==> config.mk <==
export PLATFORM = sky130hd
export DESIGN_NAME = energy_region_detector_unit_flat
export DESIGN_NICKNAME = d
export VERILOG_FILES = /design/src/design/erd_pkg.sv /design/src/design/erd_in_if.sv /design/src/design/erd_out_if.sv /design/src/design/energy_region_detector_unit.sv /design/src/flat_wrapper.sv
export SDC_FILE = /design/constraint.sdc
export NUM_CORES = 2
export LEC_CHECK = 0
export CAP_MARGIN = 25
export CELL_PAD_IN_SITES_DETAIL_PLACEMENT = 1
export CELL_PAD_IN_SITES_GLOBAL_PLACEMENT = 1
export CORE_MARGIN = 4
export CORE_UTILIZATION = 46
export DETAILED_ROUTE_END_ITERATION = 12
export DONT_BUFFER_PORTS = 1
export PLACE_DENSITY = 0.87
export SYNTH_ARGS = -nofsm -noshare
export SYNTH_HDL_FRONTEND = slang
export SYNTH_SLANG_ARGS = --single-unit
==> constraint.sdc <==
create_clock -name i_clk -period 7.9 [get_ports i_clk]
set_clock_uncertainty 0.2 [all_clocks]
set_input_delay 1.58 -clock i_clk [delete_from_list [all_inputs] [get_ports i_clk]]
set_output_delay 1.58 -clock i_clk [all_outputs]
set_load 0.05 [all_outputs]
==> src/design/erd_pkg.sv <==
// ============================================================================
// erd_pkg
// Shared types and constants of the energy region detector.
// ============================================================================
package erd_pkg;

    // Field widths
    localparam int ENERGY_W = 16;
    localparam int SAMPLE_W = 28;
    localparam int HOP_W    = 13;
    localparam int FRAME_W  = 14;
    localparam int CAP_W    = 7;
    localparam int CFG_IDX_W  = 3;
    localparam int CFG_DATA_W = SAMPLE_W;

    // Defaults for the top-level parameters
    localparam int MAX_FRAMES_DEF  = 65536;
    localparam int MAX_REGIONS_DEF = 64;

    // Register reset values
    localparam logic [ENERGY_W-1:0] THRESHOLD_RST = '0;
    localparam logic [HOP_W-1:0]    HOP_RST       = HOP_W'(256);
    localparam logic [FRAME_W-1:0]  FRAME_RST     = FRAME_W'(1024);
    localparam logic [SAMPLE_W-1:0] SAMPLE_MAX    = '1;
    localparam logic [CAP_W-1:0]    CAP_RST       = CAP_W'(64);

    // Result queue: holds the worst case of every frame in flight
    localparam int RESULTS_PER_FRAME = 3;
    localparam int FIFO_DEPTH        = 16;
    localparam int FIFO_AW           = $clog2(FIFO_DEPTH);
    localparam int FIFO_CW           = $clog2(FIFO_DEPTH + 1);

    // Register indexes of the configuration port
    typedef enum logic [CFG_IDX_W-1:0] {
        CFG_THRESHOLD  = 3'd0,
        CFG_HOP        = 3'd1,
        CFG_FRAME      = 3'd2,
        CFG_MERGE_GAP  = 3'd3,
        CFG_MIN_DUR    = 3'd4,
        CFG_PAD        = 3'd5,
        CFG_AUDIO_LEN  = 3'd6,
        CFG_CAPACITY   = 3'd7
    } t_cfg_reg;

    // One result beat
    typedef struct packed {
        logic                has_region;
        logic [SAMPLE_W-1:0] start_sample;
        logic [SAMPLE_W-1:0] end_sample;
        logic                is_last;
    } t_result;

endpackage

==> src/design/erd_in_if.sv <==
// ============================================================================
// erd_in_if
// Frame energy channel: one beat per frame.
// ============================================================================
interface erd_in_if;
    import erd_pkg::*;

    logic                valid;
    logic                ready;
    logic [ENERGY_W-1:0] energy;
    logic                last_frame;

    modport source (output valid, output energy, output last_frame, input ready);
    modport sink   (input valid, input energy, input last_frame, output ready);

endinterface

==> src/design/erd_out_if.sv <==
// ============================================================================
// erd_out_if
// Region result channel: regions and the end-of-clip marker.
// ============================================================================
interface erd_out_if;
    import erd_pkg::*;

    logic                valid;
    logic                ready;
    logic                has_region;
    logic [SAMPLE_W-1:0] start_sample;
    logic [SAMPLE_W-1:0] end_sample;
    logic                is_last;

    modport source (output valid, output has_region, output start_sample,
                    output end_sample, output is_last, input ready);
    modport sink   (input valid, input has_region, input start_sample,
                    input end_sample, input is_last, output ready);

endinterface

==> src/design/energy_region_detector_unit.sv <==
// ============================================================================
// energy_region_detector_unit
// Energy-threshold segmentation of a frame stream into padded sample regions.
// ============================================================================
// One energy beat per frame enters; a frame at or above the threshold is
// active, and a run of active frames becomes a region in samples
// (first frame * hop .. last frame * hop + frame_samples, saturated to 28 bits).
// Regions are merged across gaps up to merge_gap, filtered by min_duration,
// padded and clamped to 0..audio_length. A frame with last_frame set closes
// the open run, flushes the held region and is followed by an end-of-clip
// marker (has_region 0, is_last 1). The block takes one frame per clock
// cycle while input ready is high. Work runs in four steps: run tracking
// at the input beat, the two frame-to-sample products, the merge against
// the held region, then duration filter and padding into a 16-entry
// result queue. A region passes the step A, B and C registers before it
// enters the queue. A frame can cause up to three results, so input ready
// drops while the queue cannot absorb three results for every frame still
// in flight; the output side drains one beat per cycle while the receiver
// is ready. Configuration writes take effect at once and belong in idle
// time between clips; region_capacity is bounded by MAX_REGIONS.
// ============================================================================
module energy_region_detector_unit #(
    parameter int MAX_FRAMES  = erd_pkg::MAX_FRAMES_DEF,
    parameter int MAX_REGIONS = erd_pkg::MAX_REGIONS_DEF
) (
    input  logic                          i_clk,
    input  logic                          i_rst_n,
    erd_in_if.sink                        i_in,
    erd_out_if.source                     o_out,
    input  logic                          i_cfg_we,
    input  logic [erd_pkg::CFG_IDX_W-1:0]  i_cfg_idx,
    input  logic [erd_pkg::CFG_DATA_W-1:0] i_cfg_wdata
);
    import erd_pkg::*;

    localparam int FW = (MAX_FRAMES > 2) ? $clog2(MAX_FRAMES) : 1;
    localparam int RW = $clog2(MAX_REGIONS + 1);
    localparam int PW = FW + HOP_W;

    // ------------------------------------------------------------------
    // Configuration registers
    // ------------------------------------------------------------------
    logic [ENERGY_W-1:0] r_threshold;
    logic [HOP_W-1:0]    r_hop;
    logic [FRAME_W-1:0]  r_frame;
    logic [SAMPLE_W-1:0] r_merge_gap;
    logic [SAMPLE_W-1:0] r_min_dur;
    logic [SAMPLE_W-1:0] r_pad;
    logic [SAMPLE_W-1:0] r_audio_len;
    logic [CAP_W-1:0]    r_capacity;

    always_ff @(posedge i_clk) begin
        if (!i_rst_n) begin
            r_threshold <= THRESHOLD_RST;
            r_hop       <= HOP_RST;
            r_frame     <= FRAME_RST;
            r_merge_gap <= '0;
            r_min_dur   <= '0;
            r_pad       <= '0;
            r_audio_len <= SAMPLE_MAX;
            r_capacity  <= CAP_RST;
        end else if (i_cfg_we) begin
            unique case (t_cfg_reg'(i_cfg_idx))
                CFG_THRESHOLD: r_threshold <= i_cfg_wdata[ENERGY_W-1:0];
                CFG_HOP:       r_hop       <= i_cfg_wdata[HOP_W-1:0];
                CFG_FRAME:     r_frame     <= i_cfg_wdata[FRAME_W-1:0];
                CFG_MERGE_GAP: r_merge_gap <= i_cfg_wdata[SAMPLE_W-1:0];
                CFG_MIN_DUR:   r_min_dur   <= i_cfg_wdata[SAMPLE_W-1:0];
                CFG_PAD:       r_pad       <= i_cfg_wdata[SAMPLE_W-1:0];
                CFG_AUDIO_LEN: r_audio_len <= i_cfg_wdata[SAMPLE_W-1:0];
                CFG_CAPACITY:  r_capacity  <= i_cfg_wdata[CAP_W-1:0];
            endcase
        end
    end

    // ------------------------------------------------------------------
    // Flow control: reserve queue room for every frame in flight
    // ------------------------------------------------------------------
    logic               r_a_valid, r_b_valid, r_c_valid;
    logic [FIFO_CW-1:0] r_count;
    logic [FIFO_CW+1:0] w_reserve;
    logic               w_accept;

    assign w_reserve = (FIFO_CW+2)'(r_count)
                     + (FIFO_CW+2)'(RESULTS_PER_FRAME)
                       * (FIFO_CW+2)'({2'b00, r_a_valid} + {2'b00, r_b_valid}
                                      + {2'b00, r_c_valid} + 3'd1);
    assign i_in.ready = (w_reserve <= (FIFO_CW+2)'(FIFO_DEPTH));
    assign w_accept   = i_in.valid && i_in.ready;

    // ------------------------------------------------------------------
    // Step A: run tracking at the input beat
    // ------------------------------------------------------------------
    logic          r_in_run;
    logic [FW-1:0] r_frame_idx;
    logic [FW-1:0] r_run_start;
    logic [RW-1:0] r_region_cnt;

    logic          w_active, w_start_now, w_close_idle, w_close, w_take, w_last;
    logic [FW-1:0] w_sf, w_ef_raw, w_ef;
    logic [CAP_W-1:0] w_cap;

    assign w_last       = i_in.last_frame;
    assign w_active     = (i_in.energy >= r_threshold);
    assign w_start_now  = w_active && !r_in_run;
    assign w_sf         = w_start_now ? r_frame_idx : r_run_start;
    assign w_close_idle = !w_active && r_in_run;
    assign w_close      = w_close_idle || (w_last && (r_in_run || w_active));
    // A run closed by an idle frame ends on the frame before it
    assign w_ef_raw     = w_close_idle
                        ? ((r_frame_idx != '0) ? r_frame_idx - 1'b1 : '0)
                        : r_frame_idx;
    // After index saturation the end may fall before the start
    assign w_ef         = (w_ef_raw < w_sf) ? w_sf : w_ef_raw;
    assign w_cap        = (r_capacity < CAP_W'(MAX_REGIONS))
                        ? r_capacity : CAP_W'(MAX_REGIONS);
    assign w_take       = w_close && (CAP_W'(r_region_cnt) < w_cap);

    logic          r_a_take, r_a_last;
    logic [FW-1:0] r_a_sf, r_a_ef;

    always_ff @(posedge i_clk) begin
        if (!i_rst_n) begin
            r_in_run     <= 1'b0;
            r_frame_idx  <= '0;
            r_run_start  <= '0;
            r_region_cnt <= '0;
            r_a_valid    <= 1'b0;
        end else begin
            // Only beats that close a region or end the clip go further
            r_a_valid <= w_accept && (w_take || w_last);
            if (w_accept) begin
                if (w_last) begin
                    r_in_run     <= 1'b0;
                    r_frame_idx  <= '0;
                    r_run_start  <= '0;
                    r_region_cnt <= '0;
                end else begin
                    r_in_run <= w_active;
                    if (w_start_now) begin
                        r_run_start <= r_frame_idx;
                    end
                    if (r_frame_idx != FW'(MAX_FRAMES - 1)) begin
                        r_frame_idx <= r_frame_idx + 1'b1;
                    end
                    if (w_take) begin
                        r_region_cnt <= r_region_cnt + 1'b1;
                    end
                end
            end
        end
    end

    always_ff @(posedge i_clk) begin
        r_a_take <= w_take;
        r_a_last <= w_last;
        r_a_sf   <= w_sf;
        r_a_ef   <= w_ef;
    end

    // ------------------------------------------------------------------
    // Step B: frame numbers to samples, saturated to 28 bits
    // ------------------------------------------------------------------
    logic [PW-1:0]         w_prod_s, w_prod_e;
    logic [SAMPLE_W+1:0]   w_rs_sum, w_re_sum;
    logic [SAMPLE_W-1:0]   w_rs, w_re;

    assign w_prod_s = PW'(r_a_sf) * PW'(r_hop);
    assign w_prod_e = PW'(r_a_ef) * PW'(r_hop);
    assign w_rs_sum = (SAMPLE_W+2)'(w_prod_s);
    assign w_re_sum = (SAMPLE_W+2)'(w_prod_e) + (SAMPLE_W+2)'(r_frame);
    assign w_rs     = (|w_rs_sum[SAMPLE_W+1:SAMPLE_W]) ? SAMPLE_MAX
                                                        : w_rs_sum[SAMPLE_W-1:0];
    assign w_re     = (|w_re_sum[SAMPLE_W+1:SAMPLE_W]) ? SAMPLE_MAX
                                                        : w_re_sum[SAMPLE_W-1:0];

    logic                r_b_take, r_b_last;
    logic [SAMPLE_W-1:0] r_b_rs, r_b_re;

    always_ff @(posedge i_clk) begin
        if (!i_rst_n) begin
            r_b_valid <= 1'b0;
        end else begin
            r_b_valid <= r_a_valid;
        end
    end

    always_ff @(posedge i_clk) begin
        r_b_take <= r_a_take;
        r_b_last <= r_a_last;
        r_b_rs   <= w_rs;
        r_b_re   <= w_re;
    end

    // ------------------------------------------------------------------
    // Step C: merge with the held region
    // ------------------------------------------------------------------
    logic                r_held_valid;
    logic [SAMPLE_W-1:0] r_held_start, r_held_end;

    logic                w_merge, w_rel0, w_rel1, n_held_valid;
    logic [SAMPLE_W-1:0] n_held_start, n_held_end;

    assign w_merge = ({1'b0, r_b_rs} <= ({1'b0, r_held_end} + {1'b0, r_merge_gap}));
    assign w_rel0  = r_b_take && r_held_valid && !w_merge;

    always_comb begin
        n_held_valid = r_held_valid;
        n_held_start = r_held_start;
        n_held_end   = r_held_end;
        if (r_b_take) begin
            n_held_valid = 1'b1;
            if (r_held_valid && w_merge) begin
                if (r_b_re > r_held_end) begin
                    n_held_end = r_b_re;
                end
            end else begin
                n_held_start = r_b_rs;
                n_held_end   = r_b_re;
            end
        end
    end

    // End of clip flushes whatever is held after the merge
    assign w_rel1 = r_b_last && n_held_valid;

    logic                r_c_rel0, r_c_rel1, r_c_mark;
    logic [SAMPLE_W-1:0] r_c_s0, r_c_e0, r_c_s1, r_c_e1;

    always_ff @(posedge i_clk) begin
        if (!i_rst_n) begin
            r_held_valid <= 1'b0;
            r_c_valid    <= 1'b0;
        end else begin
            r_c_valid <= r_b_valid;
            if (r_b_valid) begin
                r_held_valid <= n_held_valid && !r_b_last;
            end
        end
    end

    always_ff @(posedge i_clk) begin
        if (r_b_valid) begin
            r_held_start <= n_held_start;
            r_held_end   <= n_held_end;
        end
        r_c_rel0 <= w_rel0;
        r_c_rel1 <= w_rel1;
        r_c_mark <= r_b_last;
        r_c_s0   <= r_held_start;
        r_c_e0   <= r_held_end;
        r_c_s1   <= n_held_start;
        r_c_e1   <= n_held_end;
    end

    // ------------------------------------------------------------------
    // Step D: duration filter, padding and clamp, then queue up
    // ------------------------------------------------------------------
    function automatic logic f_keep(input logic [SAMPLE_W-1:0] s,
                                    input logic [SAMPLE_W-1:0] e,
                                    input logic [SAMPLE_W-1:0] min_dur);
        logic [SAMPLE_W-1:0] dur;
        dur = (e >= s) ? e - s : '0;
        return dur >= min_dur;
    endfunction

    function automatic t_result f_pad(input logic [SAMPLE_W-1:0] s,
                                      input logic [SAMPLE_W-1:0] e,
                                      input logic [SAMPLE_W-1:0] pad,
                                      input logic [SAMPLE_W-1:0] audio);
        logic [SAMPLE_W:0] ep;
        t_result           res;
        ep               = {1'b0, e} + {1'b0, pad};
        res.has_region   = 1'b1;
        res.start_sample = (s > pad) ? s - pad : '0;
        res.end_sample   = (ep > {1'b0, audio}) ? audio : ep[SAMPLE_W-1:0];
        res.is_last      = 1'b0;
        return res;
    endfunction

    logic    w_push0, w_push1, w_push2, w_pop;
    t_result w_res0, w_res1, w_mark;
    logic [FIFO_AW-1:0] r_wr_ptr, r_rd_ptr, w_p1, w_p2;
    logic [1:0]         w_npush;

    assign w_push0 = r_c_valid && r_c_rel0 && f_keep(r_c_s0, r_c_e0, r_min_dur);
    assign w_push1 = r_c_valid && r_c_rel1 && f_keep(r_c_s1, r_c_e1, r_min_dur);
    assign w_push2 = r_c_valid && r_c_mark;
    assign w_res0  = f_pad(r_c_s0, r_c_e0, r_pad, r_audio_len);
    assign w_res1  = f_pad(r_c_s1, r_c_e1, r_pad, r_audio_len);
    assign w_mark  = '{has_region: 1'b0, start_sample: '0, end_sample: '0, is_last: 1'b1};

    // Pack the results in order: released region, flushed region, marker
    assign w_p1    = r_wr_ptr + FIFO_AW'(w_push0);
    assign w_p2    = w_p1 + FIFO_AW'(w_push1);
    assign w_npush = 2'(w_push0) + 2'(w_push1) + 2'(w_push2);
    assign w_pop   = o_out.valid && o_out.ready;

    t_result r_fifo [FIFO_DEPTH];

    always_ff @(posedge i_clk) begin
        if (w_push0) begin
            r_fifo[r_wr_ptr] <= w_res0;
        end
        if (w_push1) begin
            r_fifo[w_p1] <= w_res1;
        end
        if (w_push2) begin
            r_fifo[w_p2] <= w_mark;
        end
    end

    always_ff @(posedge i_clk) begin
        if (!i_rst_n) begin
            r_wr_ptr <= '0;
            r_rd_ptr <= '0;
            r_count  <= '0;
        end else begin
            r_wr_ptr <= r_wr_ptr + FIFO_AW'(w_npush);
            if (w_pop) begin
                r_rd_ptr <= r_rd_ptr + 1'b1;
            end
            r_count <= r_count + FIFO_CW'(w_npush) - FIFO_CW'(w_pop);
        end
    end

    // ------------------------------------------------------------------
    // Output beat straight from the queue head
    // ------------------------------------------------------------------
    t_result w_head;

    assign w_head             = r_fifo[r_rd_ptr];
    assign o_out.valid        = (r_count != '0);
    assign o_out.has_region   = w_head.has_region;
    assign o_out.start_sample = w_head.start_sample;
    assign o_out.end_sample   = w_head.end_sample;
    assign o_out.is_last      = w_head.is_last;

`ifndef SYNTH
    // Queue never overflows: reservation covers all frames in flight
    a_no_overflow: assert property (@(posedge i_clk) disable iff (!i_rst_n)
        r_count <= FIFO_CW'(FIFO_DEPTH))
        else $error("result queue overflow");

    // A last frame restarts the clip state
    a_clip_restart: assert property (@(posedge i_clk) disable iff (!i_rst_n)
        (w_accept && w_last) |=> (r_frame_idx == '0 && r_region_cnt == '0 && !r_in_run))
        else $error("clip state not cleared after last frame");

    // Held region is dropped once the clip end passes the merge step
    a_held_flushed: assert property (@(posedge i_clk) disable iff (!i_rst_n)
        (r_b_valid && r_b_last) |=> !r_held_valid)
        else $error("held region survives clip end");

    // Raw region count stays within the capacity bound
    a_raw_bound: assert property (@(posedge i_clk) disable iff (!i_rst_n)
        CAP_W'(r_region_cnt) <= CAP_W'(MAX_REGIONS))
        else $error("raw region count beyond capacity");

    // Every output beat is either a region or the end marker
    a_beat_kind: assert property (@(posedge i_clk) disable iff (!i_rst_n)
        o_out.valid |-> (o_out.has_region != o_out.is_last))
        else $error("malformed result beat");
`endif

endmodule
==> src/flat_wrapper.sv <==
// flat-port wrapper written by rule: the top's interface ports become plain ports
module energy_region_detector_unit_flat import erd_pkg::*;
#(
    parameter int MAX_FRAMES  = erd_pkg::MAX_FRAMES_DEF,
    parameter int MAX_REGIONS = erd_pkg::MAX_REGIONS_DEF
)
  (i_clk, i_rst_n, i_cfg_we, i_cfg_idx, i_cfg_wdata, i_in_valid, i_in_energy, i_in_last_frame, i_in_ready, o_out_valid, o_out_has_region, o_out_start_sample, o_out_end_sample, o_out_is_last, o_out_ready);
  erd_in_if i_in_i ();
  erd_out_if o_out_i ();
  input  logic i_clk;
  input  logic i_rst_n;
  input  logic i_cfg_we;
  input  logic [erd_pkg::CFG_IDX_W-1:0] i_cfg_idx;
  input  logic [erd_pkg::CFG_DATA_W-1:0] i_cfg_wdata;
  input wire logic [$bits(i_in_i.valid)-1:0] i_in_valid;
  input wire logic [$bits(i_in_i.energy)-1:0] i_in_energy;
  input wire logic [$bits(i_in_i.last_frame)-1:0] i_in_last_frame;
  output wire logic [$bits(i_in_i.ready)-1:0] i_in_ready;
  output wire logic [$bits(o_out_i.valid)-1:0] o_out_valid;
  output wire logic [$bits(o_out_i.has_region)-1:0] o_out_has_region;
  output wire logic [$bits(o_out_i.start_sample)-1:0] o_out_start_sample;
  output wire logic [$bits(o_out_i.end_sample)-1:0] o_out_end_sample;
  output wire logic [$bits(o_out_i.is_last)-1:0] o_out_is_last;
  input wire logic [$bits(o_out_i.ready)-1:0] o_out_ready;
  assign i_in_i.valid = i_in_valid;
  assign i_in_i.energy = i_in_energy;
  assign i_in_i.last_frame = i_in_last_frame;
  assign i_in_ready = i_in_i.ready;
  assign o_out_valid = o_out_i.valid;
  assign o_out_has_region = o_out_i.has_region;
  assign o_out_start_sample = o_out_i.start_sample;
  assign o_out_end_sample = o_out_i.end_sample;
  assign o_out_is_last = o_out_i.is_last;
  assign o_out_i.ready = o_out_ready;
  energy_region_detector_unit #(.MAX_FRAMES(MAX_FRAMES), .MAX_REGIONS(MAX_REGIONS)) u_core (.i_clk(i_clk), .i_rst_n(i_rst_n), .i_in(i_in_i), .o_out(o_out_i), .i_cfg_we(i_cfg_we), .i_cfg_idx(i_cfg_idx), .i_cfg_wdata(i_cfg_wdata));
endmodule
==> results.py <==
metrics = {
    "finish": {
        "non_filler_instances": 13100,
        "final_area_sq_um": 102400,
        "final_nets": 11280,
        "final_core_utilization_pct": 51.20,
        "share_of_final_layout_standard_cells_stronger_than_drive_strength_1_pct": 11.53,
        "areaGrowthSynthToFinish_pct": 10.53,
    },
    "power_and_ir_drop": {
        "seq_power_share_pct": 37.1,
        "power_leakage_nw": 41.77,
        "p_sw_share_pct": 34.04,
        "finalPower_mw": 20.68,
        "internal_portion_of_total_power_mw": 13.64,
        "power_switching_mw": 7.038,
        "power_frac_clock_pct": 39.9,
        "power-per-cell-area_nw_per_um2": 201.9,
        "vdd_drop_max_mv": 0.2821,
        "share_of_total_power_in_combinational_logic_pct": 22.9,
    },
    "yosys": {
        "largest_family_of_logic_cells_by_synthesized_area": "compound AO/OA/AOI/OAI gates",
        "synth_area_leaders": "sky130_fd_sc_hd__dfxtp_1 29%, sky130_fd_sc_hd__ha_1 8.1%, sky130_fd_sc_hd__fa_1 7.2%",
        "synth.mux.area_fraction_pct": 9.769,
        "synth_top_area_cell": "sky130_fd_sc_hd__dfxtp_1",
        "synth_most_common_cell": "sky130_fd_sc_hd__dfxtp_1",
        "syn-instance-count": 10670,
        "synthDominantCellAreaShare_pct": 29.33,
        "ys_types": 113,
        "register_bit_count_reported_by_yosys": 1414,
        "synth_seq_area_share_pct": 31.15,
        "share_of_the_synthesized_area_in_compound_gates_ao_oa_aoi_oai_pct": 19.61,
        "ys.flop_type": "sky130_fd_sc_hd__dfxtp_1",
        "synthesis.yosys.warnings": 0,
        "postSynth.asyncResetShare_pct": 0,
        "synthAdderAreaFrac_pct": 15.31,
        "avgSynthCellArea_sq_um": 8.689,
        "synth_edf_count": 56,
        "synth_xor_area_share_pct": 2.249,
        "synth.cell_area_sq_um": 92680,
        "post_synth_most_frequent_cells": "1358 x sky130_fd_sc_hd__dfxtp_1, 1333 x sky130_fd_sc_hd__nor2_1, 1185 x sky130_fd_sc_hd__nand2_1",
        "syn-num-nets": 11650,
        "synthSimpleGateAreaFrac_pct": 15.71,
    },
    "setup_path": {
        "rrSetupSlack_ps": 130,
        "ff2ff_path_depth": 24,
        "timing.rr.start": "u_core.r_hop[3]",
        "required_ps": 8410,
        "worst_r2r_endpoint": "u_core.r_b_re[1]",
        "crit_path_top_delay_cell": "sky130_fd_sc_hd__dfxtp_1",
        "endpoint_kind": "flop",
        "worstPathMaxFanout": 18,
        "crit_path_cell_trace": "buf_4 > nand2_1 > fa_1 > inv_1 > fa_1 > fa_1 > inv_1 > fa_1 > inv_1 > fa_1 > fa_1 > ha_1 > a21oi_1 > o21bai_1 > a21o_1 > a21oi_1 > a21oi_1 > o31ai_2 > nor2_1 > o21a_1 > or4_4 > o211ai_4 > buf_4 > nand2b_1",
        "start_kind": "flop",
        "timing.setup.critical_path_class": "reg -> reg",
        "crit_path_frequent_cell": "sky130_fd_sc_hd__fa_1",
        "timing.critical_path.slowest_cell_delay_ps": 650,
        "cp_data_arrival_time_ps": 8280,
    },
    "drt": {
        "wl_per_cell_microns": 30.44,
        "firstDrtPassIters": 8,
        "post-route-drc-count": 0,
        "dr.first_iter.drc_count": 9363,
        "postRouteAntennaNets": 0,
        "number_of_vias_per_cell_after_detailed_routing": 6.743,
        "vias_after_detailed_routing": 88340,
        "routed_wirelength_microns": 398800,
    },
    "floorplan": {
        "die_width_microns": 456.9,
        "floorplan.io_pins": 113,
        "area_of_the_die_sq_um": 208700,
        "core-area_sq_um": 200100,
        "initial_util_pct": 46.32,
        "std_cell_rows": 164,
        "die-height_microns": 456.9,
    },
    "global_routing": {
        "grt_busiest_layer": "met2",
        "grt_pass1_wl_microns": 589100,
        "globalRoute.totalOverflow": 0,
        "grt_pass1_vias": 94430,
        "grt.met1_usage_pct": 40.99,
        "global_route.usage.met3_pct": 10.08,
        "grt_start_max_net_pins": 204,
        "gr-usage-met2_pct": 59.84,
        "grt_antenna_before_repair": 21,
        "grt_use_total_pct": 36.71,
    },
    "worst_hold_path": {
        "timing.hold.worst.start": "u_core.r_a_last",
        "whs_path_depth": 0,
        "hp-class": "reg -> reg",
        "min_delay_worst_endpoint": "u_core.r_b_last",
    },
    "placement": {
        "dp_hpwl_microns": 275200,
        "dpl_cell_area_sq_um": 96180,
        "gp_routability_congestion": 0.9989,
        "placed_cells": 12780,
        "port_buffers": 0,
        "placement_stage_worst_setup_slack_ps": -234.8,
    },
    "clocking": {
        "cts_tree": "yes",
        "clk_transition_reported_paths_ps": 60,
        "cts_buffers": 163,
        "cts_buffer_depth": 3,
        "htree_num_levels": 4,
        "clock_sinks": 1414,
        "hold_buffers_post_cts": 0,
        "clk_root_buffer_cell": "sky130_fd_sc_hd__clkbuf_16",
        "clk_latency_ps": 870,
    },
    "timing": {
        "period_minus_slack_ps": 7772,
        "setup_failing_eps_final": 0,
        "final_min_period_over_clock_period_pct": 98.38,
        "report.final.slew_viol_count": 0,
        "finalHoldViolations": 0,
        "unrepaired_setup_endpoints_after_global_routing": "yes",
        "finalHoldWorstSlack_ps": 127.8,
        "worst-slew-pin-transition_ps": 1219,
        "max_freq_mhz": 128.7,
        "post-route-worst-setup-slack_ps": 128.2,
        "timing.slew.headroom_pct": 18.48,
        "fin_tns_setup_ps": 0,
    },
    "status": {
        "status": "finished, final reports clean",
    },
    "job": {
        "cap_viol_max_count": 0,
    },
}
## how the worst max path moves through the flow
stage	startpoint	endpoint	slack, ps
after detailed placement	u_core.r_c_s0[11]	u_core.r_fifo[10][20]	-230
after global routing	u_core.r_c_s0[4]	u_core.r_fifo[10][19]	-40
after global placement	u_core.r_c_e1[0]	u_core.r_count[4]	-110
final	u_core.r_hop[3]	u_core.r_b_re[1]	130
after floorplan	u_core.r_c_s0[2]	u_core.r_fifo[10][16]	480
after CTS	u_core.r_c_s0[4]	u_core.r_fifo[11][12]	2
## critical path: cells and delay by family, from the launching register on
family	cells	cell delay (ps)
flops	1	650
simple gates	4	760
fa+ha+maj	7	3450
compound gates	8	1780
buf+inv	5	750
## final cells by class
type | count | area (sq um)
timing repair buffer | 290 | 3318
multi-input combinational | 7812 | 58780
clock buffer | 214 | 4531
fill | 22940 | 97630
antenna | 13 | 32.53
tap | 2656 | 3323
inverter | 614 | 2305
clock inverter | 88 | 1251
sequential | 1414 | 28900
## repair_timing
action | 4_1_cts | 5_1_grt
resized for setup | 15 | 53
setup buffers | 1 | 4
setup endpoints to repair | 412 | 942
pin swaps | 1 | 4
gates cloned | 0 | 2
## flip-flops by register name, summed over array words and instances (netlist names), 13 cells and up, named ones only
register,count
u_core.r_b_re,28
u_core.r_a_ef,16
u_core.r_pad,28
u_core.r_c_s0,28
u_core.r_merge_gap,28
u_core.r_frame_idx,16
u_core.r_fifo,928
u_core.r_hop,13
u_core.r_held_start,28
u_core.r_c_e1,28
u_core.r_a_sf,16
u_core.r_b_rs,28
u_core.r_frame,14
u_core.r_threshold,16
u_core.r_c_s1,28
u_core.r_run_start,16
u_core.r_held_end,28
u_core.r_min_dur,28
u_core.r_audio_len,28
u_core.r_c_e0,28
## kinds of logic (layout without fill, tap and decap cells)
kind of cell / count (synthesis) / in the layout
fa+ha+maj: 935 / 935
buf+inv: 1440 / 1206
simple gates: 3369 / 3369
mux: 507 / 507
flops: 1414 / 1414
compound gates: 2763 / 2763
other cells: 0 / 13
xor+xnor: 238 / 238
## placed cells by master, fill, tap and decap left out, drive strengths merged, types with 34 or more instances in the layout
master,n
dfxtp,1358
nor2,1334
nand2,1186
a21oi,730
inv,620
ha,603
a211oi,555
o21ai,520
fa,332
mux4,290
buf,288
and2,226
clkbuf,215
nor3,180
o211ai,176
a21o,148
a21boi,143
xnor2,139
mux2,120
nand3,102
xor2,99
mux2i,97
a311oi,74
o32ai,71
nor2b,69
nand2b,65
nand4,63
clkinv,58
edfxtp,56
o21bai,53
o22ai,46
o21a,37
and3,34
## per-layer routing
| layer | vias to the layer above | share of wire [%] |
|---|---|---|
| met3 | 1972 | 9.9 |
| met1 | 44270 | 35 |
| met4 | 14 | 8.7 |
| met5 | - | 0.024 |
| li1 | 36750 | - |
| met2 | 5332 | 46 |
## power groups by stage
stage | Clock [mW] | Sequential (mW) | Combinational (mW)
final | 8.26 | 7.68 | 4.74
after global routing | 8.58 | 7.69 | 4.98
after CTS | 8.26 | 7.67 | 4.59
after global placement | 0 | 7.81 | 4.38
after detailed placement | 0 | 7.82 | 4.51
after floorplan | 0 | 7.63 | 3.23
Power figures use the tool's default switching activity.
